<file path="config.mk">
export PLATFORM = sky130hd
export DESIGN_NAME = alzette_arx_box_core
export DESIGN_NICKNAME = d
export VERILOG_FILES = /design/src/rtl/core/alz_pkg.sv /design/src/rtl/core/alzette_arx_box_core.sv
export SDC_FILE = /design/constraint.sdc
export NUM_CORES = 1
export LEC_CHECK = 0
export BUFFER_PORTS_ARGS = -buffer_cell sky130_fd_sc_hd__buf_2
export CELL_PAD_IN_SITES_DETAIL_PLACEMENT = 0
export CELL_PAD_IN_SITES_GLOBAL_PLACEMENT = 2
export CORE_ASPECT_RATIO = 1.75
export CORE_MARGIN = 10
export CORE_UTILIZATION = 38
export DETAILED_ROUTE_END_ITERATION = 7
export GPL_TIMING_DRIVEN = 0
export PLACE_DENSITY_LB_ADDON = 0.1
export SLEW_MARGIN = 10
export SYNTH_ARGS = -nofsm -noshare
export SYNTH_HDL_FRONTEND = slang
export SYNTH_SLANG_ARGS = --single-unit
</file>
<file path="constraint.sdc">
create_clock -name clk -period 7.57 [get_ports clk]
set_input_delay 1.514 -clock clk [delete_from_list [all_inputs] [get_ports clk]]
set_output_delay 1.514 -clock clk [all_outputs]
set_load 0.01 [all_outputs]
</file>
<file path="src/rtl/core/alz_pkg.sv">
// Alzette ARX-box package: round constants, per-mode widths, rotation amounts and round function.
`timescale 1ns / 1ps

package alz_pkg;

	localparam int unsigned HalfW   = 32;
	localparam int unsigned Rounds  = 4;
	localparam int unsigned ModeW   = 2;
	localparam int unsigned BranchW = 4;
	localparam int unsigned RotW    = 5;
	localparam int unsigned Latency = Rounds + 1;

	typedef logic [HalfW-1:0] half_t;
	typedef logic [ModeW-1:0] mode_t;
	typedef logic [RotW-1:0]  rot_t;

	typedef enum logic [ModeW-1:0] {
		MODE_W32 = 2'd0,
		MODE_W16 = 2'd1,
		MODE_W12 = 2'd2,
		MODE_W8  = 2'd3
	} width_mode_t;

	typedef struct packed {
		half_t x;
		half_t y;
	} pair_t;

	localparam half_t RoundConst [8] = '{
		32'hB7E15162, 32'hBF715880, 32'h38B4DA56, 32'h324E7738,
		32'hBB1185EB, 32'h4F7C7B57, 32'hCFBFA1C8, 32'hC2B3293D
	};

	localparam half_t Mask12 = 32'h0000_0FFF;

	function automatic half_t half_mask(input mode_t mode);
		half_t m;
		case (mode)
			MODE_W32: m = 32'hFFFF_FFFF;
			MODE_W16: m = 32'h0000_FFFF;
			MODE_W12: m = Mask12;
			MODE_W8:  m = 32'h0000_00FF;
			default:  m = 32'hFFFF_FFFF;
		endcase
		return m;
	endfunction

	function automatic logic [5:0] half_width(input mode_t mode);
		logic [5:0] w;
		case (mode)
			MODE_W32: w = 6'd32;
			MODE_W16: w = 6'd16;
			MODE_W12: w = 6'd12;
			MODE_W8:  w = 6'd8;
			default:  w = 6'd32;
		endcase
		return w;
	endfunction

	// idx: 2*round for the add rotation, 2*round+1 for the xor rotation
	function automatic rot_t rot_amount(input mode_t mode, input logic [2:0] idx);
		rot_t n;
		case (mode)
			MODE_W32: begin
				case (idx)
					3'd0: n = 5'd31;  3'd1: n = 5'd24;
					3'd2: n = 5'd17;  3'd3: n = 5'd17;
					3'd4: n = 5'd0;   3'd5: n = 5'd31;
					3'd6: n = 5'd24;  default: n = 5'd16;
				endcase
			end
			MODE_W16: begin
				case (idx)
					3'd0: n = 5'd15;  3'd1: n = 5'd12;
					3'd2: n = 5'd9;   3'd3: n = 5'd9;
					3'd4: n = 5'd0;   3'd5: n = 5'd15;
					3'd6: n = 5'd12;  default: n = 5'd8;
				endcase
			end
			MODE_W12: begin
				case (idx)
					3'd0: n = 5'd11;  3'd1: n = 5'd9;
					3'd2: n = 5'd7;   3'd3: n = 5'd7;
					3'd4: n = 5'd0;   3'd5: n = 5'd11;
					3'd6: n = 5'd9;   default: n = 5'd6;
				endcase
			end
			default: begin
				case (idx)
					3'd0: n = 5'd7;   3'd1: n = 5'd6;
					3'd2: n = 5'd5;   3'd3: n = 5'd5;
					3'd4: n = 5'd0;   3'd5: n = 5'd7;
					3'd6: n = 5'd6;   default: n = 5'd4;
				endcase
			end
		endcase
		return n;
	endfunction

	function automatic half_t rotr_w(input half_t v, input rot_t n, input mode_t mode);
		half_t      m;
		half_t      vm;
		logic [5:0] w;
		logic [5:0] lsh;
		half_t      r;
		m   = half_mask(mode);
		w   = half_width(mode);
		vm  = v & m;
		lsh = w - {1'b0, n};
		if (n == '0 || {1'b0, n} >= w) begin
			r = vm;
		end else begin
			r = ((vm >> n) | (vm << lsh)) & m;
		end
		return r;
	endfunction

	function automatic pair_t alz_round(input pair_t p, input half_t c, input mode_t mode,
		input logic [1:0] rnd);
		half_t m;
		half_t x;
		half_t y;
		pair_t q;
		m   = half_mask(mode);
		x   = (p.x + rotr_w(p.y, rot_amount(mode, {rnd, 1'b0}), mode)) & m;
		y   = (p.y ^ rotr_w(x, rot_amount(mode, {rnd, 1'b1}), mode)) & m;
		q.x = (x ^ c) & m;
		q.y = y;
		return q;
	endfunction

endpackage

</file>
<file path="src/rtl/core/alzette_arx_box_core.sv">
// Alzette ARX-box core: five-stage pipeline, one input stage, then one ARX round per stage.
`timescale 1ns / 1ps
//
// Usage:
//   Input: drive word_x, word_y, branch_number and raise start; the item is
//   taken at each rising edge with start high and busy low. busy stays low,
//   so one item can enter in every cycle.
//   Output: done pulses for one cycle with out_x / out_y once the item has
//   passed the pipeline (one input stage, then one stage per round).
//   Throughput: one item per cycle, set by the one-round-per-stage pipeline.
//   Configuration: width_mode is written through cfg_valid / cfg_ready /
//   cfg_data; cfg_ready is high while no item is in flight and start is low.
//   Each item keeps the mode it entered with.
//   Reset: arst_n low clears all stage valid bits and sets width_mode to
//   32-bit halves; items in flight are dropped, no stale result follows.
//   The receiver cannot stall: each result is shown for exactly one cycle.

module alzette_arx_box_core
	import alz_pkg::*;
(
	input  logic               clk,
	input  logic               arst_n,
	input  logic               start,
	output logic               busy,
	input  logic [HalfW-1:0]   word_x,
	input  logic [HalfW-1:0]   word_y,
	input  logic [BranchW-1:0] branch_number,
	input  logic               cfg_valid,
	output logic               cfg_ready,
	input  logic [ModeW-1:0]   cfg_data,
	output logic               done,
	output logic [HalfW-1:0]   out_x,
	output logic [HalfW-1:0]   out_y
);

	mode_t width_mode_q;

	logic  valid_s1, valid_s2, valid_s3, valid_s4, valid_s5;
	mode_t mode_s1, mode_s2, mode_s3, mode_s4;
	half_t c_s1, c_s2, c_s3, c_s4;
	pair_t p_s1, p_s2, p_s3, p_s4, p_s5;

	logic  accept;
	half_t in_mask;

	assign busy      = 1'b0;
	assign accept    = start && !busy;
	assign cfg_ready = !(start || valid_s1 || valid_s2 || valid_s3 || valid_s4 || valid_s5);
	assign in_mask   = half_mask(width_mode_q);

	always_ff @(posedge clk or negedge arst_n) begin
		if (!arst_n) begin
			width_mode_q <= MODE_W32;
			valid_s1     <= 1'b0;
			valid_s2     <= 1'b0;
			valid_s3     <= 1'b0;
			valid_s4     <= 1'b0;
			valid_s5     <= 1'b0;
		end else begin
			if (cfg_valid && cfg_ready) begin
				width_mode_q <= cfg_data;
			end
			valid_s1 <= accept;
			valid_s2 <= valid_s1;
			valid_s3 <= valid_s2;
			valid_s4 <= valid_s3;
			valid_s5 <= valid_s4;
		end
	end

	always_ff @(posedge clk) begin
		p_s1.x  <= word_x & in_mask;
		p_s1.y  <= word_y & in_mask;
		c_s1    <= RoundConst[branch_number[BranchW-1:1]] & in_mask;
		mode_s1 <= width_mode_q;

		p_s2    <= alz_round(p_s1, c_s1, mode_s1, 2'd0);
		c_s2    <= c_s1;
		mode_s2 <= mode_s1;

		p_s3    <= alz_round(p_s2, c_s2, mode_s2, 2'd1);
		c_s3    <= c_s2;
		mode_s3 <= mode_s2;

		p_s4    <= alz_round(p_s3, c_s3, mode_s3, 2'd2);
		c_s4    <= c_s3;
		mode_s4 <= mode_s3;

		p_s5    <= alz_round(p_s4, c_s4, mode_s4, 2'd3);
	end

	assign done  = valid_s5;
	assign out_x = p_s5.x;
	assign out_y = p_s5.y;

endmodule

</file>
==> impl_metrics.json <==
{
  "slew_headroom": 0.1099,
  "die_w_um": 212.2,
  "syn_area_per_cell_um2": 8.750,
  "setup_viol": 0,
  "grtUsageMet2": 0.6061,
  "layout_min_cycle_time_ps": 7460,
  "placement.io_buffers": 138,
  "dp.cells": 3757,
  "ant_nets": 0,
  "synth_edf_count": 0,
  "drt-pass1-iter-count": 5,
  "met3_usage": 0.04586,
  "synth_area_um2": 24550,
  "cp-start-kind": "flip-flop",
  "ys_seq_area_frac": 0.3691,
  "worstMarginPinSlew_ps": 1321,
  "clock_latency_ps": 610,
  "drive_gt1_frac": 0.09871,
  "final.setup_skew_ps": 19.61,
  "rows": 123,
  "first_global_vias": 22650,
  "fin_crit_sh": 0.9855,
  "slew_violations": 0,
  "hp-class": "reg2reg",
  "synth_top_cell_by_area": "dfxtp_1",
  "max_freq_mhz": 134.1,
  "reg2reg_slack_ps": 110,
  "antenna_found_initial": 8,
  "cts_max_path_buffers": 3,
  "cts_tree": "yes",
  "gp_congestion": 1.061,
  "synth_top_area_frac": 0.3620,
  "clock_sinks": 451,
  "postCtsHoldBufs": 0,
  "worstSetupEndpointType": "flip-flop",
  "use_met1": 0.2304,
  "status": "complete, no violations",
  "syn_nets": 3022,
  "yosys.cell_types.count": 81,
  "cp.arrival_ps": 7940,
  "synth_area_leaders": "dfxtp_1, xnor2_1, ha_1",
  "dp_hpwl_um": 99180,
  "ys_async_sr_fraction": 0.01552,
  "postSynthCellCount": 2806,
  "ys.flop_type": "dfxtp_1",
  "grt_use_total": 0.3122,
  "critPathKind": "reg2reg",
  "hold_viol": 0,
  "tns_ps": 0,
  "drtIter0Drc": 1053,
  "drc": 0,
  "vias_per_cell": 5.597,
  "crit_fanout": 10,
  "fin_util": 0.4388,
  "dieArea_um2": 75580,
  "initial_utilization": 0.3826,
  "core_um2": 64180,
  "wirelength_um": 119600,
  "cp.required_ps": 8050,
  "busiest_layer": "met2",
  "area_growth_pct": 14.68,
  "die_y_um": 356.3,
  "grt.overflow.total": 0,
  "synth_seq_cells": 451,
  "maxCapViolations": 0,
  "rsz0062_at_grt": "false",
  "io_pins": 141,
  "clockRootBuffer": "clkbuf_16",
  "grt_start_max_net_pins": 16,
  "numCtsBuffers": 46,
  "synth_warnings": 0,
  "nNetsFinal": 3211,
  "fin_cells": 3845,
  "cts_max_level": 2,
  "clkTransAtPathRegs_ps": 60,
  "vias": 21520,
  "grt_first_pass_wirelength_um": 164700,
  "wl_per_cell_um": 31.10
}
logic make-up after synthesis:
logic type | count (synthesis) | share of synthesized area
compound gates | 670 | 0.1746
fa+ha+maj | 142 | 0.07358
simple gates | 875 | 0.1664
other cells | 1 | 0.0001527
xor+xnor | 375 | 0.1349
flops | 451 | 0.3691
buf+inv | 192 | 0.03037
mux | 100 | 0.05086
path summary, 6_finish.rpt:
| path | from | to | cells after the start |
|---|---|---|---|
| min | c_s1[26]$_DFF_P_ | c_s2[26]$_DFF_P_ | 0 |
| max in group asynchronous | arst_n | valid_s1$_DFF_PN0_ | 1 |
| max reg2reg | mode_s4[0]$_DFF_P_ | out_y[26]$_DFF_P_ | 24 |
| max | mode_s4[0]$_DFF_P_ | out_y[26]$_DFF_P_ | 24 |
| min reg2reg | c_s1[26]$_DFF_P_ | c_s2[26]$_DFF_P_ | 0 |
| min in group asynchronous | arst_n | width_mode_q[1]$_DFFE_PN0P_ | 1 |
layout by cell type (no fill, tap or decap), types with 36 or more instances in the layout:
master     synthesis  final
mux2i_1           73     73
nand2_1          183    183
xor2_1           163    160
nand3_1           46     46
a21oi_1          183    182
clkbuf_16          0     47
dfxtp_1          444    444
and2_1            92     92
inv_1             58     58
nor2_1           364    361
a21o_1            57     57
clkbuf_1         113    109
o21ai_0          148    145
ha_1             138    138
nor2b_1           36     36
xnor2_1          210    205
buf_2              2    141
sequential cells by signal (all words and copies together) (netlist names), 32 cells and up:
| name | flops |
|---|---|
| p_s4 | 64 |
| p_s3 | 64 |
| out_y | 32 |
| out_x | 32 |
| p_s1 | 64 |
| p_s2 | 64 |
layer usage:
layer / vias up / wire length (um)
li1: 10210 / -
met1: 10080 / 33200
met2: 804 / 64700
met3: 424 / 4460
met4: 6 / 17180
met5: - / 38
synthesized netlist by cell type (all sizes together), types with 30 or more instances:
| cell | number |
|---|---|
| nor2 | 364 |
| o21ai | 150 |
| nand3 | 46 |
| a21oi | 183 |
| nand2 | 183 |
| clkbuf | 113 |
| dfxtp | 444 |
| and2 | 92 |
| a21o | 58 |
| inv | 60 |
| mux2i | 73 |
| xnor2 | 210 |
| xor2 | 163 |
| ha | 138 |
| a31oi | 30 |
| nor2b | 36 |
repair_timing:
action | in CTS | in global routing
pin swaps | 1 | 0
endpoints found under the setup margin | 73 | 37
setup buffers | 2 | 0
resized for setup | 14 | 16
critical path: stages, from the launching register on:
cell and delay [ps]:
dfxtp_1 520, clkbuf_2 380, nor2_4 170, inv_2 240, clkbuf_1 530, ha_1 420
clkbuf_2 300, nor2_1 500, nand2_1 100, o21ai_0 100, a32oi_1 100, nand2_1 100
o21ai_0 90, a22oi_1 340, ha_1 370, nand3_1 150, a21boi_1 260, o211a_1 300
a21oi_1 450, a21o_1 310, o21ai_0 200, xnor2_2 600, o22ai_1 390, xnor2_1 300
nor2_1 60
stage by stage:
stage / hold slack [ps] / area (um^2) / setup slack (ps)
floorplan: 329.0 / 24550 / 2034
global placement: 348.5 / 26260 / -1240
detailed placement: 357.1 / 26270 / -1126
CTS: 355.4 / 28090 / 5.183
global route: 367.0 / 28150 / 6.263
finish: 362.7 / 28160 / 110.1
layout make-up:
cell class / count / area [um^2]
plain buffers: 129 / 519.2
multi-input cells: 2163 / 14840
inverters: 62 / 232.7
diodes: 4 / 10.01
fillers: 6491 / 36020
clock inverters: 26 / 467.9
well taps: 812 / 1016
clock buffers: 56 / 1280
flip-flops and latches: 451 / 9064
repair buffers: 142 / 730.7
Power is not shown: default switching activity piles up to over one toggle a cycle in this logic, so the estimate is an artifact.
